===== config.mk =====
export PLATFORM = sky130hd
export DESIGN_NAME = dsa_ctrl
export DESIGN_NICKNAME = d
export VERILOG_FILES = /design/src/rtl/dsa_pkg.sv /design/src/rtl/dsa_ctrl.sv
export SDC_FILE = /design/constraint.sdc
export NUM_CORES = 1
export LEC_CHECK = 0
export ABC_AREA = 0
export BUFFER_PORTS_ARGS = -buffer_cell sky130_fd_sc_hd__buf_2
export CORE_AREA = 3 3 40 42
export CTS_BUF_LIST = sky130_fd_sc_hd__clkbuf_4
export CTS_CLUSTER_DIAMETER = 200
export DETAILED_ROUTE_END_ITERATION = 7
export DIE_AREA = 0 0 43 45
export HOLD_SLACK_MARGIN = 0.12
export PLACE_DENSITY = 0.45
export SYNTH_ARGS = -nofsm -noshare
export SYNTH_HDL_FRONTEND = slang
export SYNTH_SLANG_ARGS = --single-unit

===== constraint.sdc =====
create_clock -name clk_i -period 2.1 [get_ports clk_i]
set_input_delay 0.21 -clock clk_i [delete_from_list [all_inputs] [get_ports clk_i]]
set_output_delay 0.21 -clock clk_i [all_outputs]
set_load 0.01 [all_outputs]

===== src/rtl/dsa_pkg.sv =====
// Shared types and constants of the disk slot allocator.
package dsa_pkg;

  localparam int unsigned NUM_SLOTS_DEF    = 256;
  localparam int unsigned SECTOR_BYTES_DEF = 512;
  localparam logic [31:0] FIRST_SECTOR_RST = 32'd3;

  // Request opcodes; bit 1 set means locate (codes 2 and 3).
  localparam logic [1:0] OP_ALLOC      = 2'd0;
  localparam logic [1:0] OP_FREE       = 2'd1;
  localparam int unsigned OP_LOCATE_BIT = 1;

  typedef enum logic [1:0] {
    ST_OK        = 2'd0,
    ST_FULL      = 2'd1,
    ST_NOT_FOUND = 2'd2,
    ST_RANGE     = 2'd3
  } status_e;

  // Controller to datapath.
  typedef struct packed {
    logic clr_wr;  // clear the table entry at the sweep address
    logic accept;  // latch a new request, restart the scan
    logic rd;      // read the table entry at the scan address
    logic commit;  // settle the result, update the table
  } dsa_cmd_t;

  // Datapath to controller.
  typedef struct packed {
    logic addr_last;   // sweep/scan address is at the last slot
    logic range_fail;  // incoming locate request has an oversized byte range
  } dsa_sts_t;

endpackage


===== src/rtl/dsa_ctrl.sv =====
// Sequencing controller of the disk slot allocator.
module dsa_ctrl
  import dsa_pkg::*;
(
  input  logic     clk_i,
  input  logic     rst_ni,
  input  logic     start,
  output logic     busy,
  input  dsa_sts_t sts_i,
  output dsa_cmd_t cmd_o
);

  typedef enum logic [4:0] {
    S_CLEAR  = 5'b00001,
    S_IDLE   = 5'b00010,
    S_SCAN   = 5'b00100,
    S_DRAIN  = 5'b01000,
    S_COMMIT = 5'b10000
  } state_e;

  state_e state_q, state_d;

  always_comb begin
    state_d = state_q;
    cmd_o   = '0;
    unique case (state_q)
      S_CLEAR: begin
        cmd_o.clr_wr = 1'b1;
        if (sts_i.addr_last) state_d = S_IDLE;
      end
      S_IDLE: begin
        if (start) begin
          cmd_o.accept = 1'b1;
          state_d = sts_i.range_fail ? S_COMMIT : S_SCAN;
        end
      end
      S_SCAN: begin
        cmd_o.rd = 1'b1;
        if (sts_i.addr_last) state_d = S_DRAIN;
      end
      S_DRAIN: begin
        // last read word is evaluated at this edge
        state_d = S_COMMIT;
      end
      S_COMMIT: begin
        cmd_o.commit = 1'b1;
        state_d = S_IDLE;
      end
      default: begin
        state_d = S_CLEAR;
      end
    endcase
  end

  always_ff @(posedge clk_i or negedge rst_ni) begin
    if (!rst_ni) begin
      state_q <= S_CLEAR;
    end else begin
      state_q <= state_d;
    end
  end

  assign busy = (state_q != S_IDLE);

endmodule


==> impl_metrics.yaml, run 1 <==
status:
  status: "complete, no violations"
drt:
  vias: 306
  drt_iter0_markers: 8
  firstDrtPassIters: 5
  routed_via_density: 4.94
  routed_wirelength_um: 788
  ant_nets: 0
  drc: 0
  wl_per_cell_um: 12.7
finish:
  drive_gt1_share_pct: 34.0
  top_register: "state_q"
  n_antenna_cell: 0
  nets: 53
  reg_top3: "state_q x5"
  largest_reg_flops: 5
  utilization_pct: 32.8
  final_area_sq_um: 422
  area_growth_syn_to_layout_pct: 26.7
logic_synthesis:
  yosysSeqAreaShare_pct: 38.0
  syn_area_sq_um: 333
  synth_seq_cells: 5
  yosys.area.top_type: "dfrtp_1"
  synth.area.top_cells: "dfrtp_1, dfstp_2, and3b_1"
  synthCells: 35
  syn-num-nets: 40
  synth.avg_cell_area_sq_um: 9.51
  ys_warn_count: 0
  synth.top_cell.area_share_pct: 30.1
  synth.distinct_cells: 23
floorplan:
  core_area_sq_um: 1280
  die_y_um: 45
  dieWidth_um: 43
  fp-row-count: 13
  start_util_pct: 25.9
  pin_count: 10
  die_area_sq_um: 1940
min_path:
  min_from: "sts_i[0]"
  hold_path_class: "primary input to register"
clock_network:
  cts_resized: 0
  root_buffer: "clkbuf_4"
  cts_inserted_buffers: 3
  cts_buffer_depth: 2
  cts_tree: "built"
  clk_pin_slew_ns: 0.04
  clock_sinks: 5
  cts_post_setup_buffers_inserted: 0
  insertion_delay_ns: 0.24
  h-tree-depth: 1
critical_path:
  arrival_ns: 1.50
  worstSetupStartpoint: "state_q[1]$_DFFE_PN0P_"
  critical_path_class: "register to output pin"
  required_ns: 1.89
  rr_startpoint: "state_q[4]$_DFFE_PN0P_"
  cp_max_fo: 7
  crit_path_start_kind: "register"
  reg2reg_setup_slack_ns: 0.87
  endpoint_kind: "output pin"
global_routing:
  grt_most_used_layer: "met2"
  use_met1_pct: 11.8
  grtUsageMet2_pct: 12.6
  grt_pass1_vias: 281
  antenna_found_initial: 0
  grt_pass1_wl_um: 1260
  grt_usage_pct: 9.05
  globalRouteMet3Util_pct: 5.98
  grt_overflow: 0
  grt_max_degree: 10
sta:
  finalClockSkew_ns: 0.00431
  fin_tns_setup_ns: 0
  setup_slack_ns: 0.387
  setup_viol: 0
  worst_hold_slack_ns: 0.203
  hold_viol_final: 0
  finalCritPeriodShare_pct: 81.6
  period_needed_ns: 1.71
  max_clock_freq_ghz: 0.584
  maxSlewViolCount: 0
  slew_headroom_pct: 79.0
  rsz0062_at_grt: "no"
  tightest_slew_ns: 0.314
power:
  p_leak_nw: 0.209
  p_per_area_nw_per_um2: 1130
  peakVddDrop_mv: 0.448
place:
  dpl_cell_area_sq_um: 382
  gp_congestion: 0.868
  dp_slack_ns: 0.649
  io_buffers: 9
  place.detailed.hpwl_um: 595
flow_run:
  cap_viol_max_count: 0
==> per-layer routing <==
metal  up-vias  share of wire, %
met5         -                 0
met4         0                 0
met3         0               5.8
met2        12                46
met1       142                48
li1        152                 -
==> cells in the mapped netlist <==
cell type	n
inv_1	3
and2_1	1
o32ai_1	1
o311ai_2	1
o211a_1	1
o22ai_1	1
a2111oi_1	1
nand3_1	2
nor2_1	3
buf_4	2
xor2_1	1
nor3b_1	2
dfstp_2	1
nand2b_1	1
and3b_1	2
o211ai_1	1
nand4b_1	1
o21ai_0	2
nor3_1	1
nor2_4	1
or3_1	1
dfrtp_1	4
a21oi_1	1
==> worst max-delay path, cell delays in order, from the launching register on <==
cell,delay (ns)
dfrtp_1,0.44
or3_1,0.44
nor3b_1,0.22
buf_2,0.16
==> area by class of cell <==
class,count,area (sq um)
Sequential cell,5,126
Multi-Input combinational cell,25,180
Inverter,3,11.3
Timing Repair Buffer,10,55.1
Clock buffer,4,30.0
Tap cell,15,18.8
Fill cell,139,863
==> placed cells by master (no fill, tap or decap), types with 2 or more instances in the layout <==
cell	netlist	layout
clkbuf_4	0	4
and3b_1	2	2
nor3b_1	2	2
o21ai_0	2	2
buf_2	0	9
dfrtp_1	4	4
nor2_1	3	3
inv_1	3	3
nand3_1	2	2
==> where the power goes <==
part	switching (mW)	internal (mW)
Clock	0.0380	0.0846
Sequential	0.0502	0.129
Combinational	0.0866	0.0902
Total	0.175	0.304
==> cells by family (layout without fill, tap and decap cells) <==
kind of cell / count (synthesis) / count (layout) / synth area share, %
flip-flops: 5 / 5 / 38.0
AO/OA/AOI/OAI: 9 / 9 / 22.2
buffers and inverters: 5 / 17 / 7.89
XOR/XNOR: 1 / 1 / 2.63
AND/OR/NAND/NOR: 15 / 15 / 29.3
==> repair_timing <==
action	4_1_cts	5_1_grt
hold buffers	1	0
endpoints found under the setup margin	0	0
hold endpoints to repair	5	0
==> final timing paths <==
check	cells past startpoint	to
min	2	state_q[2]$_DFFE_PN0P_
min in group asynchronous	2	state_q[3]$_DFFE_PN0P_
max reg2reg	3	state_q[2]$_DFFE_PN0P_
min reg2reg	1	state_q[4]$_DFFE_PN0P_
max in group asynchronous	2	state_q[0]$_DFFE_PN1P_
max	3	cmd_o[0]
==> metrics by stage <==
step           instances  total power, mW
2_1_floorplan         35            0.310
3_3_place_gp          57            0.356
3_5_place_dp          57            0.358
4_1_cts               62            0.487
5_1_grt               62            0.520
6_report              62            0.478
Note: power is estimated with default switching activity, not from simulation.
==> inputs of run 2 (changes only) <==
--- a/config.mk
+++ b/config.mk
@@ -5,7 +5,7 @@
 export SDC_FILE = /design/constraint.sdc
 export NUM_CORES = 1
 export LEC_CHECK = 0
-export ABC_AREA = 0
+export ABC_AREA = 1
 export BUFFER_PORTS_ARGS = -buffer_cell sky130_fd_sc_hd__buf_2
 export CORE_AREA = 3 3 40 42
 export CTS_BUF_LIST = sky130_fd_sc_hd__clkbuf_4
@@ -13,7 +13,7 @@
 export DETAILED_ROUTE_END_ITERATION = 7
 export DIE_AREA = 0 0 43 45
 export HOLD_SLACK_MARGIN = 0.12
-export PLACE_DENSITY = 0.45
+export PLACE_DENSITY = 0.46
 export SYNTH_ARGS = -nofsm -noshare
 export SYNTH_HDL_FRONTEND = slang
 export SYNTH_SLANG_ARGS = --single-unit
==> constraint.sdc (replaced) <==
create_clock -name clk_i -period 1.8 [get_ports clk_i]
set_input_delay 0.18 -clock clk_i [delete_from_list [all_inputs] [get_ports clk_i]]
set_output_delay 0.18 -clock clk_i [all_outputs]
set_load 0.01 [all_outputs]
==> impl_metrics.yaml, run 2 <==
status:
  status: "complete, no violations"
logic_synthesis:
  syn-num-nets: 54
  yosysSeqAreaShare_pct: 36.3
  synth_seq_cells: 5
  synth.top_cell.area_share_pct: 28.8
  syn_area_sq_um: 348
  synth.distinct_cells: 15
  synth.area.top_cells: "dfrtp_1, nand2_1, inv_1"
  ys_warn_count: 0
  synthCells: 49
  synth_edf_count: 0
  ys_top_cells_by_count: "nand2_1, inv_1, nor2_1"
  yosys.area.top_type: "dfrtp_1"
  synth.avg_cell_area_sq_um: 7.10
  synth.most_common_cell: "nand2_1"
  async_flop_share_pct: 100
  synth_ff_type: "dfrtp_1"
sta:
  maxSlewViolCount: 0
  max_clock_freq_ghz: 0.701
  slew_headroom_pct: 82.3
  rsz0062_at_grt: "no"
  fin_tns_setup_ns: 0
  finalCritPeriodShare_pct: 79.3
  period_needed_ns: 1.43
  hold_viol_final: 0
  setup_viol: 0
  finalClockSkew_ns: 0.00690
  tightest_slew_ns: 0.264
floorplan:
  start_util_pct: 27.1
  die_area_sq_um: 1940
  die_y_um: 45
  pin_count: 10
  core_area_sq_um: 1280
  dieWidth_um: 43
  fp-row-count: 13
finish:
  top_register: "state_q"
  mostFrequentLayoutCell: "nand2_1"
  nets: 69
  area_growth_syn_to_layout_pct: 29.9
  final_cells: 78
  drive_gt1_share_pct: 38.1
  final_area_sq_um: 452
  largest_reg_flops: 5
  n_antenna_cell: 0
  final_cell_mix: "nand2_1, inv_1, buf_2, nor2_1"
  reg_top3: "state_q x5"
critical_path:
  reg2reg_to: "state_q[3]$_DFFE_PN0P_"
  endpoint_kind: "output pin"
  critical_path.slowest_cell: "dfstp_2"
  rr_startpoint: "state_q[0]$_DFFE_PN1P_"
  reg2reg_setup_slack_ns: 0.61
  cp_max_fo: 4
  worstPathCellList: "inv_1 -> nor2_2 -> nand2_1 -> nor2_1 -> buf_2"
  required_ns: 1.62
  cpPeakStageDelay_ns: 0.57
  critical_path_class: "register to output pin"
  r2r_cells: 5
  crit_path_start_kind: "register"
  arrival_ns: 1.25
clock_network:
  cts_buffer_depth: 2
  clock_sinks: 5
  insertion_delay_ns: 0.25
  h-tree-depth: 1
  cts_tree: "built"
  cts_inserted_buffers: 3
  cts_resized: 0
  clk_pin_slew_ns: 0.05
  root_buffer: "clkbuf_4"
place:
  dp.cells: 73
  io_buffers: 9
  gp_congestion: 0.690
  dpl_cell_area_sq_um: 412
  place.detailed.hpwl_um: 599
global_routing:
  grt_usage_pct: 9.54
  antenna_found_initial: 0
  grt_max_degree: 8
  grt_pass1_vias: 285
  grt_pass1_wl_um: 1220
  grt_overflow: 0
power:
  peakVddDrop_mv: 0.439
  seqPwrFrac_pct: 30.7
  combPwrFrac_pct: 46.1
  p_per_area_nw_per_um2: 1400
  p_sw_uw: 268
  p_sw_share_pct: 42.3
  p_leak_nw: 0.263
  p_clk_share_pct: 23.2
  p_int_uw: 365
drt:
  drc: 0
  vias: 337
  ant_nets: 0
  routed_via_density: 4.32
  drt_iter0_markers: 3
  wl_per_cell_um: 9.54
  routed_wirelength_um: 744
  firstDrtPassIters: 4
min_path:
  min_from: "sts_i[0]"
  hold_depth: 4
  hold-path-endpoint: "state_q[2]$_DFFE_PN0P_"
  hold_path_class: "primary input to register"
flow_run:
  cap_viol_max_count: 0
[run 2: cell count changes after synthesis, sizes merged, moves of 2 or more]
| cell | delta |
|---|---|
| nand2 | +12 |
| inv | +8 |
| nor2 | +7 |
| nand4 | +4 |
| and3b | -2 |
| buf | -2 |
| nor3b | -2 |
[run 2: per-layer routing]
metal	track usage [%]	routed length [um]
met5	0	0
met4	7.23	14
met3	5.98	49
met2	12.3	333
met1	11.2	346
[run 2: logic make-up after synthesis]
family          after synthesis  synth area share (%)
compound gates                2                  4.67
buf+inv                      11                  11.9
flops                         5                  36.3
simple gates                 31                  47.1
[run 2: area by class of cell]
type,count,area [sq um]
Clock buffer,4,30.0
Sequential cell,5,126
Multi-Input combinational cell,33,180
Fill cell,145,833
Timing Repair Buffer,10,55.1
Inverter,11,41.3
Tap cell,15,18.8
[run 2: worst max-delay path by stage]
stage / startpoint / to / slack (ns) / cells past startpoint
floorplan: state_q[0]$_DFFE_PN1P_ / cmd_o[3] / 0.71 / 4
global placement: state_q[0]$_DFFE_PN1P_ / state_q[3]$_DFFE_PN0P_ / 0.59 / 5
detailed placement: state_q[0]$_DFFE_PN1P_ / state_q[3]$_DFFE_PN0P_ / 0.61 / 5
CTS: state_q[0]$_DFFE_PN1P_ / cmd_o[3] / 0.34 / 5
global route: state_q[0]$_DFFE_PN1P_ / cmd_o[3] / 0.25 / 5
finish: state_q[0]$_DFFE_PN1P_ / cmd_o[3] / 0.37 / 5
[run 2: critical path: cells and delay by family (launching register included)]
family,cells,cell delay (ns)
buffers and inverters,2,0.19
DFF,1,0.57
and+or+nand+nor,3,0.24
[run 2: power by group through the flow]
stage	Combinational (mW)	Clock, mW	Sequential, mW
floorplan	0.225	0	0.189
global placement	0.299	0	0.195
detailed placement	0.295	0	0.197
CTS	0.297	0.154	0.195
global route	0.333	0.167	0.202
finish	0.292	0.147	0.194
[run 2: through the flow]
step | power, mW | util [%] | setup slack (ns) | hold slack, ns
finish | 0.633 | 35.2 | 0.373 | 0.200
global route | 0.702 | 35.2 | 0.249 | 0.198
CTS | 0.647 | 35.2 | 0.343 | 0.198
detailed placement | 0.492 | 32.0 | 0.607 | -0.00184
global placement | 0.495 | 32.0 | 0.594 | 0.00445
floorplan | 0.414 | - | 0.706 | -0.116
[run 2: repair_timing]
action | CTS | global route
setup buffers | 0 | 0
hold buffers | 1 | 0
endpoints found under the hold margin | 5 | 0
